$ cat src/sv/tdsb_pkg.sv
package tdsb_pkg;

  // Input kinds carried on the slave-side tuser.
  typedef enum logic [2:0] {
    OP_COMMAND    = 3'd0,
    OP_STATE_TICK = 3'd1,
    OP_CTRL_TICK  = 3'd2,
    OP_LEFT_PULSE = 3'd3,
    OP_RIGHT_PULSE = 3'd4
  } opcode_t;

  typedef enum logic [1:0] {
    MODE_IDLE = 2'd0,
    MODE_REST = 2'd1,
    MODE_FWD  = 2'd2,
    MODE_BACK = 2'd3
  } mode_t;

  typedef enum logic [1:0] {
    ACT_NONE = 2'd0,
    ACT_FWD  = 2'd1,
    ACT_BACK = 2'd2,
    ACT_STOP = 2'd3
  } action_t;

  // Command characters.
  localparam logic [7:0] CMD_FWD  = 8'h66;
  localparam logic [7:0] CMD_STOP = 8'h73;
  localparam logic [7:0] CMD_BACK = 8'h62;

  // Configuration register indexes.
  localparam int unsigned CFG_INDEX_W = 1;
  localparam logic [CFG_INDEX_W-1:0] CFG_MOVE_TICKS = 1'b0;
  localparam logic [CFG_INDEX_W-1:0] CFG_REST_TICKS = 1'b1;

  localparam logic [7:0] MOVE_TICKS_RESET = 8'd10;
  localparam logic [7:0] REST_TICKS_RESET = 8'd5;

  localparam int unsigned PULSE_COUNT_WIDTH_DEF = 16;

  // Port widths.
  localparam int unsigned IN_DATA_W  = 16;
  localparam int unsigned IN_USER_W  = 3;
  localparam int unsigned OUT_DATA_W = 24;

  typedef struct packed {
    opcode_t    opcode;
    logic [7:0] cmd_code;
    logic [7:0] pwm_value;
  } item_t;

  typedef struct packed {
    action_t    action;
    logic [7:0] left_duty;
    logic [7:0] right_duty;
    mode_t      mode;
  } result_t;

endpackage

$ cat src/sv/timed_drive_with_speed_balance.sv
// Two-wheel timed drive controller with right-wheel speed balancing.
//
// Input words arrive on the slave-side stream. tuser carries the word's
// kind (command, state tick, control tick, left pulse, right pulse) and
// tdata carries the command character and the requested duty. Every input
// word produces exactly one result word on the master-side stream, holding
// the drive action, both duties and the drive mode after the word.
//
// A word accepted into the input register is processed by the state update
// logic and presented from the result register. Throughput is one word per
// cycle while the receiver takes results; the drive state is the only loop.
//
// When the receiver stalls, the result register holds its word and the
// input register can still take one more word, after which s_tready drops
// until the result is taken. Reset clears the drive state, pulse counts,
// speeds and both pipeline valid flags and restores the tick registers to
// their defaults (10 move ticks, 5 rest ticks). The tick registers may be
// rewritten through cfg_we/cfg_index/cfg_data while the block is idle.
module timed_drive_with_speed_balance #(
  parameter int unsigned PULSE_COUNT_WIDTH = tdsb_pkg::PULSE_COUNT_WIDTH_DEF
) (
  input  logic                          clk,
  input  logic                          rst,
  input  logic                          cfg_we,
  input  logic [tdsb_pkg::CFG_INDEX_W-1:0] cfg_index,  // 0 move_ticks, 1 rest_ticks
  input  logic [7:0]                    cfg_data,
  input  logic                          s_tvalid,
  output logic                          s_tready,
  input  logic [tdsb_pkg::IN_DATA_W-1:0]  s_tdata,     // cmd_code[7:0], pwm_value[15:8]
  input  logic [tdsb_pkg::IN_USER_W-1:0]  s_tuser,     // opcode[2:0]
  output logic                          m_tvalid,
  input  logic                          m_tready,
  output logic [tdsb_pkg::OUT_DATA_W-1:0] m_tdata      // action[1:0], left_duty[9:2],
                                                       // right_duty[17:10], mode[19:18]
);
  import tdsb_pkg::*;

  logic    item_valid;
  item_t   item;
  logic    take;
  result_t result;

  tdsb_input_reg u_input_reg (
    .clk       (clk),
    .rst       (rst),
    .s_tvalid  (s_tvalid),
    .s_tready  (s_tready),
    .s_tdata   (s_tdata),
    .s_tuser   (s_tuser),
    .take      (take),
    .item_valid(item_valid),
    .item      (item)
  );

  tdsb_core #(
    .PULSE_COUNT_WIDTH(PULSE_COUNT_WIDTH)
  ) u_core (
    .clk       (clk),
    .rst       (rst),
    .cfg_we    (cfg_we),
    .cfg_index (cfg_index),
    .cfg_data  (cfg_data),
    .item_valid(item_valid),
    .item      (item),
    .take      (take),
    .m_tvalid  (m_tvalid),
    .m_tready  (m_tready),
    .result    (result)
  );

  // Pack the result fields from the lowest bit up; the top four bits pad to zero.
  assign m_tdata = {4'b0000, result.mode, result.right_duty, result.left_duty, result.action};

endmodule

$ cat src/sv/tdsb_input_reg.sv
module tdsb_input_reg (
  input  logic               clk,
  input  logic               rst,
  input  logic               s_tvalid,
  output logic               s_tready,
  input  logic [15:0]        s_tdata,
  input  logic [2:0]         s_tuser,
  input  logic               take,
  output logic               item_valid,
  output tdsb_pkg::item_t    item
);
  import tdsb_pkg::*;

  // The register refills in the same cycle that the core takes its word.
  assign s_tready = !item_valid || take;

  always_ff @(posedge clk) begin
    if (rst) begin
      item_valid <= 1'b0;
    end else if (s_tready) begin
      item_valid <= s_tvalid;
    end
  end

  always_ff @(posedge clk) begin
    if (s_tready && s_tvalid) begin
      item.opcode    <= opcode_t'(s_tuser);
      item.cmd_code  <= s_tdata[7:0];
      item.pwm_value <= s_tdata[15:8];
    end
  end

endmodule

$ cat src/sv/tdsb_balance.sv
module tdsb_balance #(
  parameter int unsigned PULSE_COUNT_WIDTH = tdsb_pkg::PULSE_COUNT_WIDTH_DEF
) (
  input  logic [PULSE_COUNT_WIDTH-1:0] left_pulses,
  input  logic [PULSE_COUNT_WIDTH-1:0] right_pulses,
  input  logic [7:0]                   right_speed,
  output logic [7:0]                   right_speed_next
);
  import tdsb_pkg::*;

  // Any difference past CLAMP_MAX already drives the correction beyond the
  // full duty range, so the magnitude is clamped before scaling.
  localparam int unsigned CLAMP_W   = 13;
  localparam int unsigned EXT_W     = (PULSE_COUNT_WIDTH > CLAMP_W) ? PULSE_COUNT_WIDTH : CLAMP_W;
  localparam logic [EXT_W-1:0] CLAMP_MAX = EXT_W'((1 << CLAMP_W) - 1);
  // floor(x / 125) = (x * RECIP) >> RECIP_SHIFT, exact for x below 2**16.
  localparam logic [16:0] RECIP = 17'd67109;
  localparam int unsigned RECIP_SHIFT = 23;

  logic                         negative;
  logic [PULSE_COUNT_WIDTH-1:0] mag;
  logic [EXT_W-1:0]             mag_ext;
  logic [CLAMP_W-1:0]           mag_clamped;
  logic [15:0]                  scaled;
  logic [32:0]                  product;
  logic [9:0]                   corr;
  logic signed [11:0]           sum;

  always_comb begin
    negative    = left_pulses < right_pulses;
    mag         = negative ? (right_pulses - left_pulses) : (left_pulses - right_pulses);
    mag_ext     = EXT_W'(mag);
    mag_clamped = (mag_ext > CLAMP_MAX) ? CLAMP_MAX[CLAMP_W-1:0] : mag_ext[CLAMP_W-1:0];
    // Times six as two shifted copies: four times plus two times.
    scaled      = {1'b0, mag_clamped, 2'b00} + {2'b00, mag_clamped, 1'b0};
    product     = 33'(scaled) * 33'(RECIP);
    corr        = product[RECIP_SHIFT +: 10];
    sum         = negative ? (12'(right_speed) - 12'(corr)) : (12'(right_speed) + 12'(corr));
    if (sum < 12'sd0) begin
      right_speed_next = 8'd0;
    end else if (sum > 12'sd255) begin
      right_speed_next = 8'd255;
    end else begin
      right_speed_next = sum[7:0];
    end
  end

endmodule

$ cat src/sv/tdsb_core.sv
module tdsb_core #(
  parameter int unsigned PULSE_COUNT_WIDTH = tdsb_pkg::PULSE_COUNT_WIDTH_DEF
) (
  input  logic                          clk,
  input  logic                          rst,
  input  logic                          cfg_we,
  input  logic [tdsb_pkg::CFG_INDEX_W-1:0] cfg_index,
  input  logic [7:0]                    cfg_data,
  input  logic                          item_valid,
  input  tdsb_pkg::item_t               item,
  output logic                          take,
  output logic                          m_tvalid,
  input  logic                          m_tready,
  output tdsb_pkg::result_t             result
);
  import tdsb_pkg::*;

  localparam logic [PULSE_COUNT_WIDTH-1:0] PULSE_MAX = '1;

  logic [7:0] move_ticks;
  logic [7:0] rest_ticks;

  mode_t                        drive_mode, drive_mode_next;
  logic [7:0]                   tick_count, tick_count_next;
  logic [PULSE_COUNT_WIDTH-1:0] left_pulses, left_pulses_next;
  logic [PULSE_COUNT_WIDTH-1:0] right_pulses, right_pulses_next;
  logic [7:0]                   left_speed, left_speed_next;
  logic [7:0]                   right_speed, right_speed_next;
  logic [7:0]                   balanced_speed;
  logic [7:0]                   tick_bumped;
  logic                         known_cmd;
  result_t                      result_next;

  assign take = item_valid && (!m_tvalid || m_tready);

  tdsb_balance #(
    .PULSE_COUNT_WIDTH(PULSE_COUNT_WIDTH)
  ) u_balance (
    .left_pulses     (left_pulses),
    .right_pulses    (right_pulses),
    .right_speed     (right_speed),
    .right_speed_next(balanced_speed)
  );

  assign tick_bumped = (tick_count == 8'hFF) ? 8'hFF : tick_count + 8'd1;
  assign known_cmd   = (item.cmd_code == CMD_FWD) || (item.cmd_code == CMD_BACK) ||
                       (item.cmd_code == CMD_STOP);

  // Next state.
  always_comb begin
    drive_mode_next   = drive_mode;
    tick_count_next   = tick_count;
    left_pulses_next  = left_pulses;
    right_pulses_next = right_pulses;
    left_speed_next   = left_speed;
    right_speed_next  = right_speed;
    unique case (item.opcode)
      OP_COMMAND: begin
        if (known_cmd) begin
          left_pulses_next  = '0;
          right_pulses_next = '0;
          if (item.cmd_code == CMD_STOP) begin
            left_speed_next  = 8'd0;
            right_speed_next = 8'd0;
            drive_mode_next  = MODE_IDLE;
          end else begin
            left_speed_next  = item.pwm_value;
            right_speed_next = item.pwm_value;
            drive_mode_next  = (item.cmd_code == CMD_FWD) ? MODE_FWD : MODE_BACK;
          end
        end
      end
      OP_STATE_TICK: begin
        unique case (drive_mode)
          MODE_IDLE: tick_count_next = 8'd0;
          MODE_REST: begin
            tick_count_next = tick_bumped;
            if (tick_bumped >= rest_ticks) begin
              tick_count_next = 8'd0;
              drive_mode_next = MODE_IDLE;
            end
          end
          default: begin
            tick_count_next = tick_bumped;
            if (tick_bumped >= move_ticks) begin
              tick_count_next = 8'd0;
              drive_mode_next = MODE_REST;
            end
          end
        endcase
      end
      OP_CTRL_TICK: begin
        right_speed_next  = balanced_speed;
        left_pulses_next  = '0;
        right_pulses_next = '0;
      end
      OP_LEFT_PULSE: begin
        if (left_pulses != PULSE_MAX) begin
          left_pulses_next = left_pulses + PULSE_COUNT_WIDTH'(1);
        end
      end
      OP_RIGHT_PULSE: begin
        if (right_pulses != PULSE_MAX) begin
          right_pulses_next = right_pulses + PULSE_COUNT_WIDTH'(1);
        end
      end
      default: begin
      end
    endcase
  end

  // Result word.
  always_comb begin
    result_next.action     = ACT_NONE;
    result_next.left_duty  = 8'd0;
    result_next.right_duty = 8'd0;
    result_next.mode       = drive_mode_next;
    unique case (item.opcode)
      OP_COMMAND: begin
        if (known_cmd) begin
          if (item.cmd_code == CMD_STOP) begin
            result_next.action = ACT_STOP;
          end else begin
            result_next.action     = (item.cmd_code == CMD_FWD) ? ACT_FWD : ACT_BACK;
            result_next.left_duty  = item.pwm_value;
            result_next.right_duty = item.pwm_value;
          end
        end
      end
      OP_STATE_TICK: begin
        if (drive_mode == MODE_REST) begin
          result_next.action = ACT_STOP;
        end
      end
      OP_CTRL_TICK: begin
        if (drive_mode == MODE_FWD || drive_mode == MODE_BACK) begin
          result_next.action     = (drive_mode == MODE_FWD) ? ACT_FWD : ACT_BACK;
          result_next.left_duty  = left_speed;
          result_next.right_duty = balanced_speed;
        end
      end
      default: begin
      end
    endcase
  end

  always_ff @(posedge clk) begin
    if (rst) begin
      move_ticks <= MOVE_TICKS_RESET;
      rest_ticks <= REST_TICKS_RESET;
    end else if (cfg_we) begin
      unique case (cfg_index)
        CFG_MOVE_TICKS: move_ticks <= cfg_data;
        CFG_REST_TICKS: rest_ticks <= cfg_data;
        default: begin
        end
      endcase
    end
  end

  always_ff @(posedge clk) begin
    if (rst) begin
      drive_mode   <= MODE_IDLE;
      tick_count   <= 8'd0;
      left_pulses  <= '0;
      right_pulses <= '0;
      left_speed   <= 8'd0;
      right_speed  <= 8'd0;
      m_tvalid     <= 1'b0;
    end else begin
      if (take) begin
        drive_mode   <= drive_mode_next;
        tick_count   <= tick_count_next;
        left_pulses  <= left_pulses_next;
        right_pulses <= right_pulses_next;
        left_speed   <= left_speed_next;
        right_speed  <= right_speed_next;
        m_tvalid     <= 1'b1;
      end else if (m_tready) begin
        m_tvalid <= 1'b0;
      end
    end
  end

  always_ff @(posedge clk) begin
    if (take) begin
      result <= result_next;
    end
  end

endmodule
$ cat config.mk
export PLATFORM = sky130hd
export DESIGN_NAME = timed_drive_with_speed_balance
export DESIGN_NICKNAME = d
export VERILOG_FILES = /design/src/sv/tdsb_pkg.sv /design/src/sv/timed_drive_with_speed_balance.sv /design/src/sv/tdsb_input_reg.sv /design/src/sv/tdsb_balance.sv /design/src/sv/tdsb_core.sv
export SDC_FILE = /design/constraint.sdc
export NUM_CORES = 1
export LEC_CHECK = 0
export BUFFER_PORTS_ARGS = -buffer_cell sky130_fd_sc_hd__buf_4
export CORE_ASPECT_RATIO = 0.9
export CORE_MARGIN = 3
export CORE_UTILIZATION = 42
export CTS_CLUSTER_SIZE = 16
export DETAILED_ROUTE_END_ITERATION = 10
export PLACE_DENSITY = 0.7
export SYNTH_ARGS = -nofsm -noshare
export SYNTH_HDL_FRONTEND = slang
export SYNTH_SLANG_ARGS = --single-unit
$ cat constraint.sdc
create_clock -name clk -period 15.18 [get_ports clk]
set_input_delay 0.759 -clock clk [delete_from_list [all_inputs] [get_ports clk]]
set_output_delay 0.759 -clock clk [all_outputs]
set_load 0.01 [all_outputs]
Word level (Yosys, flattened, before mapping)
Cells that the tools add are included.
{ "op_classes": {"addsub": 8, "multipliers": 1, "order_cmp": 6, "eq_ne": 16, "mux": 35, "n_bitwise": 1, "reduce_logical": 22} }
{ "ops": {"columns": ["op", "count"], "rows": [
  ["case mux 16 bit (3 select lines)", 2],
  ["2-to-1 mux 16 bit", 5],
  ["2-to-1 mux 8 bit", 7],
  ["2-to-1 mux 18 bit", 2],
  ["multiplier 16 x 17 -> 33 bit, second input constant", 1],
  ["adder 16 x 1 -> 16 bit, second input constant", 2],
  ["inequality test 16 bit, second input constant", 2],
  ["case mux 16 bit (2 select lines)", 1],
  ["case mux 8 bit (2 select lines)", 2],
  ["subtractor 16 bit", 2],
  ["equality test 8 x 7 -> 1 bit, second input constant", 3],
  ["adder 15 x 14 -> 16 bit", 1],
  [">= comparator 8 bit", 2],
  ["greater-than comparator 16 x 13 -> 1 bit, second input constant", 1],
  ["less-than comparator 16 bit", 1],
  ["2-to-1 mux 2 bit", 8],
  ["2-to-1 mux 13 bit", 1],
  ["greater-than comparator 12 x 9 -> 1 bit, second input constant", 1],
  ["less-than comparator 12 x 1 -> 1 bit, second input constant", 1],
  ["2-to-1 mux 12 bit", 1],
  ["adder 8 x 10 -> 11 bit", 1],
  ["subtractor 8 x 10 -> 11 bit", 1],
  ["adder 8 x 1 -> 8 bit, second input constant", 1],
  ["equality test 8 bit, second input constant", 1],
  ["other kinds (20)", 39]
]} }
{ "totals": {"ff_bits": 115, "input_bits": 33, "output_inout_bits": 26, "word_cells": 106} }

Logic depth before layout (Yosys ltp)
{ "logic_depth": {"word_depth": 13, "depth_mapped": 61, "mapped_depth_nobuf": 60} }

Cells and area by module
Synthesis repeated with hierarchy kept, for this count alone.
{ "unflattened": {"hier_cells": 1384, "hier_area_um2": 11952.7} }
{ "modules_own_cells": {"columns": ["mod", "n_inst", "cells_per_inst", "area_each_um2", "seq_area_each_um2"], "rows": [
  ["tdsb_balance", 1, 766, 6221.0, 0.0],
  ["tdsb_core", 1, 589, 5072.4, 2102.0],
  ["tdsb_input_reg", 1, 24, 625.6, 590.6],
  ["timed_drive_with_speed_balance", 1, 5, 33.8, 0.0]
]} }

Least setup slack after synthesis
No wires, ideal clock.
{ "synth_path": {"kind": "register -> register", "start": "reg u_core.left_pulses[0]", "end": "reg u_core.right_speed[2]", "setup_ns": 0.086, "arrival_time_ns": 12.290, "required_time_ns": 15.094, "path_slack_ns": 2.805, "path_stages_with_launch": 53, "n_path_buf": 3, "synth_period_minus_slack_ns": 12.375, "cell_sequence": "dfxtp_1 inv_1 ha_1 fa_1 nand3b_1 a21oi_1 o21ai_1 nand2_1 clkbuf_1 buf_1 clkbuf_1 nor2_1 a21oi_1 xnor2_1 nand2_1 ha_1 a21o_1 a21oi_1 [... 17 more ...] or2_2 a21oi_1 o31ai_1 a21o_1 a21o_1 a21oi_1 o31ai_1 a21oi_1 o21bai_1 a21oi_1 xnor2_1 ha_1 inv_1 a221oi_1 o21ai_0 nor4_1 o31ai_1 a211oi_1"} }
{ "synth_between": {"elab_chain_cells": 12, "elab_cells_between_ends": 16, "classes_between": "add/sub: 5; mul: 1; order compare: 4; mux: 6"} }
{ "synth_lines": {"columns": ["element", "line_no", "text"], "rows": [
  ["start: declaration", "tdsb_core.sv:25", "logic [PULSE_COUNT_WIDTH-1:0] left_pulses, left_pulses_next;"],
  ["start signal: assignment", "tdsb_core.sv:174", "left_pulses <= left_pulses_next;"],
  ["subtractor 16 bit / less-than comparator 16 bit (equally long branches)", "tdsb_balance.sv:31, tdsb_balance.sv:30", null],
  ["2-to-1 mux 16 bit", "tdsb_balance.sv:31", "mag = negative ? (right_pulses - left_pulses) : (left_pulses - right_pulses);"],
  ["greater-than comparator 16 x 13 -> 1 bit", "tdsb_balance.sv:33", "mag_clamped = (mag_ext > CLAMP_MAX) ? CLAMP_MAX[CLAMP_W-1:0] : mag_ext[CLAMP_W-1:0];"],
  ["2-to-1 mux 13 bit", "tdsb_balance.sv:33", null],
  ["adder 15 x 14 -> 16 bit", "tdsb_balance.sv:35", "scaled = {1'b0, mag_clamped, 2'b00} + {2'b00, mag_clamped, 1'b0};"],
  ["multiplier 16 x 17 -> 33 bit", "tdsb_balance.sv:36", "product = 33'(scaled) * 33'(RECIP);"],
  ["adder 8 x 10 -> 11 bit / subtractor 8 x 10 -> 11 bit (equally long branches)", "tdsb_balance.sv:38", "sum = negative ? (12'(right_speed) - 12'(corr)) : (12'(right_speed) + 12'(corr));"],
  ["2-to-1 mux 12 bit *", "tdsb_balance.sv:38", null],
  ["greater-than comparator 12 x 9 -> 1 bit", "tdsb_balance.sv:41", "end else if (sum > 12'sd255) begin"],
  ["2-to-1 mux 8 bit", "tdsb_balance.sv:41", null],
  ["2-to-1 mux 8 bit *", "tdsb_balance.sv:39", "if (sum < 12'sd0) begin"],
  ["case mux 8 bit (2 select lines) *", "tdsb_core.sv:57", "unique case (item.opcode)"],
  ["end signal: assignment", "tdsb_core.sv:177", "right_speed <= right_speed_next;"],
  ["end: declaration", "tdsb_core.sv:28", "logic [7:0] right_speed, right_speed_next;"]
]} }
Mark *: on every way between the ends. The rest lies on a longest branch, timed or not.
A chain may end at the register's enable or synchronous reset.

==> out/results.md <==
• 0 — number of hold-repair buffers added at the cts stage
• 59 — io pins
• 0.0123 ns — post-route clock skew
• 1.08 ns — Slew @ Worst Pin
• 0 — DR DRC count
• 12800 um2 — Finished Cell Area
• 115 — clk sinks
• 0.172 — post-synthesis compound-gate area fraction
• 1685 — Final Net Count
• register — Startpoint Class
• sky130_fd_sc_hd__dfxtp_1 — most common flop cell mapped by yosys
• 0.434 — initial core utilization
• 12200 um2 — area of placed instances
• 11 — worst-path maximum fanout
• 72 — count of different cell masters after synthesis
• 2 — worst hold path stage count
• 163 um — Die Height
• 54 — count of port buffers added during placement
• 0 — number of antenna violations at the first check in global routing
• 0 — total setup violations reported at the end of the flow
• compound AO/OA/AOI/OAI gates — CP top delay family
• 0.928 — Placer Congestion
• completed — run status
• 0.234 — share of synthesized area occupied by flip-flops and latches
• 1732 — number of instances in the placed design
• 26600 um2 — area of the core
• u_core.left_speed[1] — WHS Endpoint
• 115 — synthesized flop and latch total
• 0.281 — max-slew headroom at the worst pin
• 208 x sky130_fd_sc_hd__ha_1, 178 x sky130_fd_sc_hd__inv_1, 127 x sky130_fd_sc_hd__nand2_1 — most instantiated cells after synthesis
• u_core.result[3] — R2R Path End
• 0.191 — aggregate global-route resource usage
• u_core.left_pulses[0] — FF-to-FF Start
• 181 um — Horiz. Die Dim
• 0.297 — adder-cell share of the synthesized area
• 11500 um2 — combined area of all synthesized cells
• adder cells — dominant combinational cell family by area after synthesis
• 0.893 — share of the clock period used by the worst path
• 0 — count of cells resized by post-cts repair
• 742 — 1st-iter DRT viols
• 56 — number of rows in the core area
• 0 ns — Total Negative Setup Slacks
• 39 — number of enable-type register cells in the synthesized netlist
• yes — clock tree from TritonCTS
• 0 — Final Max Slew Viols
• 0 — Synth Warn #
• 5 — critical path buffer and inverter count
• 73.8 MHz — Fmax
• 15.7 um — routed wire length per instance
• 22200 um — HPWL reported at the end of detailed placement
• register — nature of the critical path endpoint
• 5.48 — detail-routed via count per cell
• 2 — number of buffers on the longest clock path
• 0.42 ns — clock latency reported for the late side of the worst-skew pair
• 47 — largest net degree at the start of global routing
• no — RSZ-0062 raised after global routing
• 0.0114 — portion of netlist area occupied by mux cells
• sky130_fd_sc_hd__ha_1 23%, sky130_fd_sc_hd__dfxtp_1 13%, sky130_fd_sc_hd__edfxtp_1 10% — Synth area leaders
• 29500 um2 — DIE AREA
• sky130_fd_sc_hd__a21oi_1 — library cell appearing most often on the critical path
• 8.46 um2 — Avg Cell Area, Syn
• 1362 — number of standard cells after synthesis
• sky130_fd_sc_hd__ha_1 — library cell with the largest summed area after synthesis
• 11.2% — Layout Area Growth over Synthesis
• 1.62 ns — internal reg-to-reg setup slack
• 2536 — Filler Cells Inserted
• 0 — final antenna-violating net count
• 0.0763 — share of final-layout standard cells stronger than drive strength 1
• 0.06 ns — CTS clk-pin slew, worst paths
• 1764 — non-filler cells in the finished layout
• 4 — H-Tree Depth
• 0.0509 — Synth Area in XOR/XNOR
• 0.55 ns — CP max stage delay
• reg -> reg — class of the most critical setup path
• sky130_fd_sc_hd__clkbuf_16 — buffer cell driving the clock tree root
• sky130_fd_sc_hd__ha_1 — most frequently used cell type in the post-synthesis netlist
• 13.71 ns — Critical Path AT
• 0 — setup repair bufs after CTS
• 5 — first-pass iteration count of the detailed router
• 46900 um — global-route wire length before repair
• 27600 um — Detailed Route WL
• 17 — TritonCTS buffer count
• 0 — total congestion overflow
• 9665 — total number of vias
• 0 — count of antenna diodes in the layout
• 0 — final count of hold timing violations
• 0 — # Max-Cap Violations
• reg -> reg — path type of the worst min-delay path
• u_core.left_speed[1] — launch instance of the worst min-delay path
• 53 — R2R depth
• 15.34 ns — Critical Path RT
• 0 — async set-or-reset flop fraction in the synthesized netlist
• 0.161 — area share of and/or/nand/nor cells after synthesis
• 0.450 ns — Hold Slack
• 9454 — number of global-route vias before repair
• 13.56 ns — Min Clock Period, post-route
• sky130_fd_sc_hd__nor2_1 — critical-path cell with the highest stage delay
• 0.226 — share of the synthesized area in the top cell type
==> worst max path at each step <==
stage | start | to | cells after the start
2_1_floorplan | u_core.left_pulses[0] | u_core.right_speed[2] | 52
3_3_place_gp | u_core.left_pulses[0] | u_core.result[3] | 57
3_5_place_dp | u_core.left_pulses[0] | u_core.result[3] | 53
4_1_cts | u_core.left_pulses[0] | u_core.result[3] | 53
5_1_grt | u_core.left_pulses[0] | u_core.result[6] | 57
6_report | u_core.left_pulses[0] | u_core.result[3] | 53
==> per-stage QoR <==
stage	utilization	worst slack, ns
global placement	0.461	1.92
global route	0.482	0.651
finish	0.482	1.62
CTS	0.482	1.74
detailed placement	0.461	1.77
floorplan	-	2.80
==> cell families after synthesis <==
| logic type | after synthesis |
|---|---|
| AOI/OAI and AO/OA | 306 |
| DFF | 115 |
| and+or+nand+nor | 392 |
| adders and majority gates | 249 |
| buffers and inverters | 219 |
| muxes | 13 |
| xor gates and xnor gates | 67 |
| other | 1 |
==> worst register-to-register path: cells and delay by family, from the launching register on <==
kind                     cells  cell delay, ns
AO/OA/AOI/OAI               23            5.11
adder cells (fa/ha/maj)     11            4.06
AND/OR/NAND/NOR             11            2.66
buffers and inverters        5            0.57
multiplexers                 2            0.44
flip-flops                   1            0.38
XOR/XNOR                     1            0.11
==> flip-flops by register name (all words and copies together) (netlist names) <==
signal                  flops
u_core.m_tvalid             1
u_core.tick_count           8
u_core.rest_ticks           8
u_core.right_pulses        16
u_input_reg.item_valid      1
u_core.result              20
u_core.right_speed          8
u_core.drive_mode           2
u_core.left_speed           8
u_core.left_pulses         16
u_core.move_ticks           8
u_input_reg.item           19
==> metal layers <==
metal / global-route usage / share of wire / vias to the layer above / routed length, um
met5: 0 / 0 / - / 0
met4: 0.0359 / 0.0092 / 0 / 253
met3: 0.0281 / 0.051 / 29 / 1420
met2: 0.317 / 0.46 / 258 / 12700
met1: 0.268 / 0.48 / 4579 / 13300
li1: - / - / 4799 / -
==> area by class of cell <==
class	instances	area [um2]	share of cell area
clock buffer	20	468	0.0365
inverter	178	668	0.0522
multi-input combinational	1031	8000	0.624
tap	348	435	0.0340
sequential	115	2690	0.210
clock inverter	12	97.6	0.00762
timing repair buffer	60	450	0.0352
==> layout by cell type (no fill, tap or decap), types with 13 or more instances in the layout <==
cell type / netlist / layout
sky130_fd_sc_hd__o21a_1: 13 / 13
sky130_fd_sc_hd__xnor2_1: 52 / 52
sky130_fd_sc_hd__clkbuf_16: 0 / 18
sky130_fd_sc_hd__or3_1: 14 / 14
sky130_fd_sc_hd__inv_1: 178 / 178
sky130_fd_sc_hd__nand3_1: 34 / 34
sky130_fd_sc_hd__nor3_1: 29 / 29
sky130_fd_sc_hd__a21oi_1: 106 / 106
sky130_fd_sc_hd__xor2_1: 15 / 15
sky130_fd_sc_hd__ha_1: 208 / 208
sky130_fd_sc_hd__a21o_1: 44 / 44
sky130_fd_sc_hd__o21ai_0: 51 / 51
sky130_fd_sc_hd__nand4_1: 16 / 16
sky130_fd_sc_hd__buf_4: 4 / 60
sky130_fd_sc_hd__nand2_1: 127 / 127
sky130_fd_sc_hd__nor2_1: 103 / 103
sky130_fd_sc_hd__edfxtp_1: 39 / 39
sky130_fd_sc_hd__dfxtp_1: 76 / 76
sky130_fd_sc_hd__fa_1: 41 / 41
Power is not shown: default switching activity piles up to over one toggle a cycle in this logic, so the estimate is an artifact.
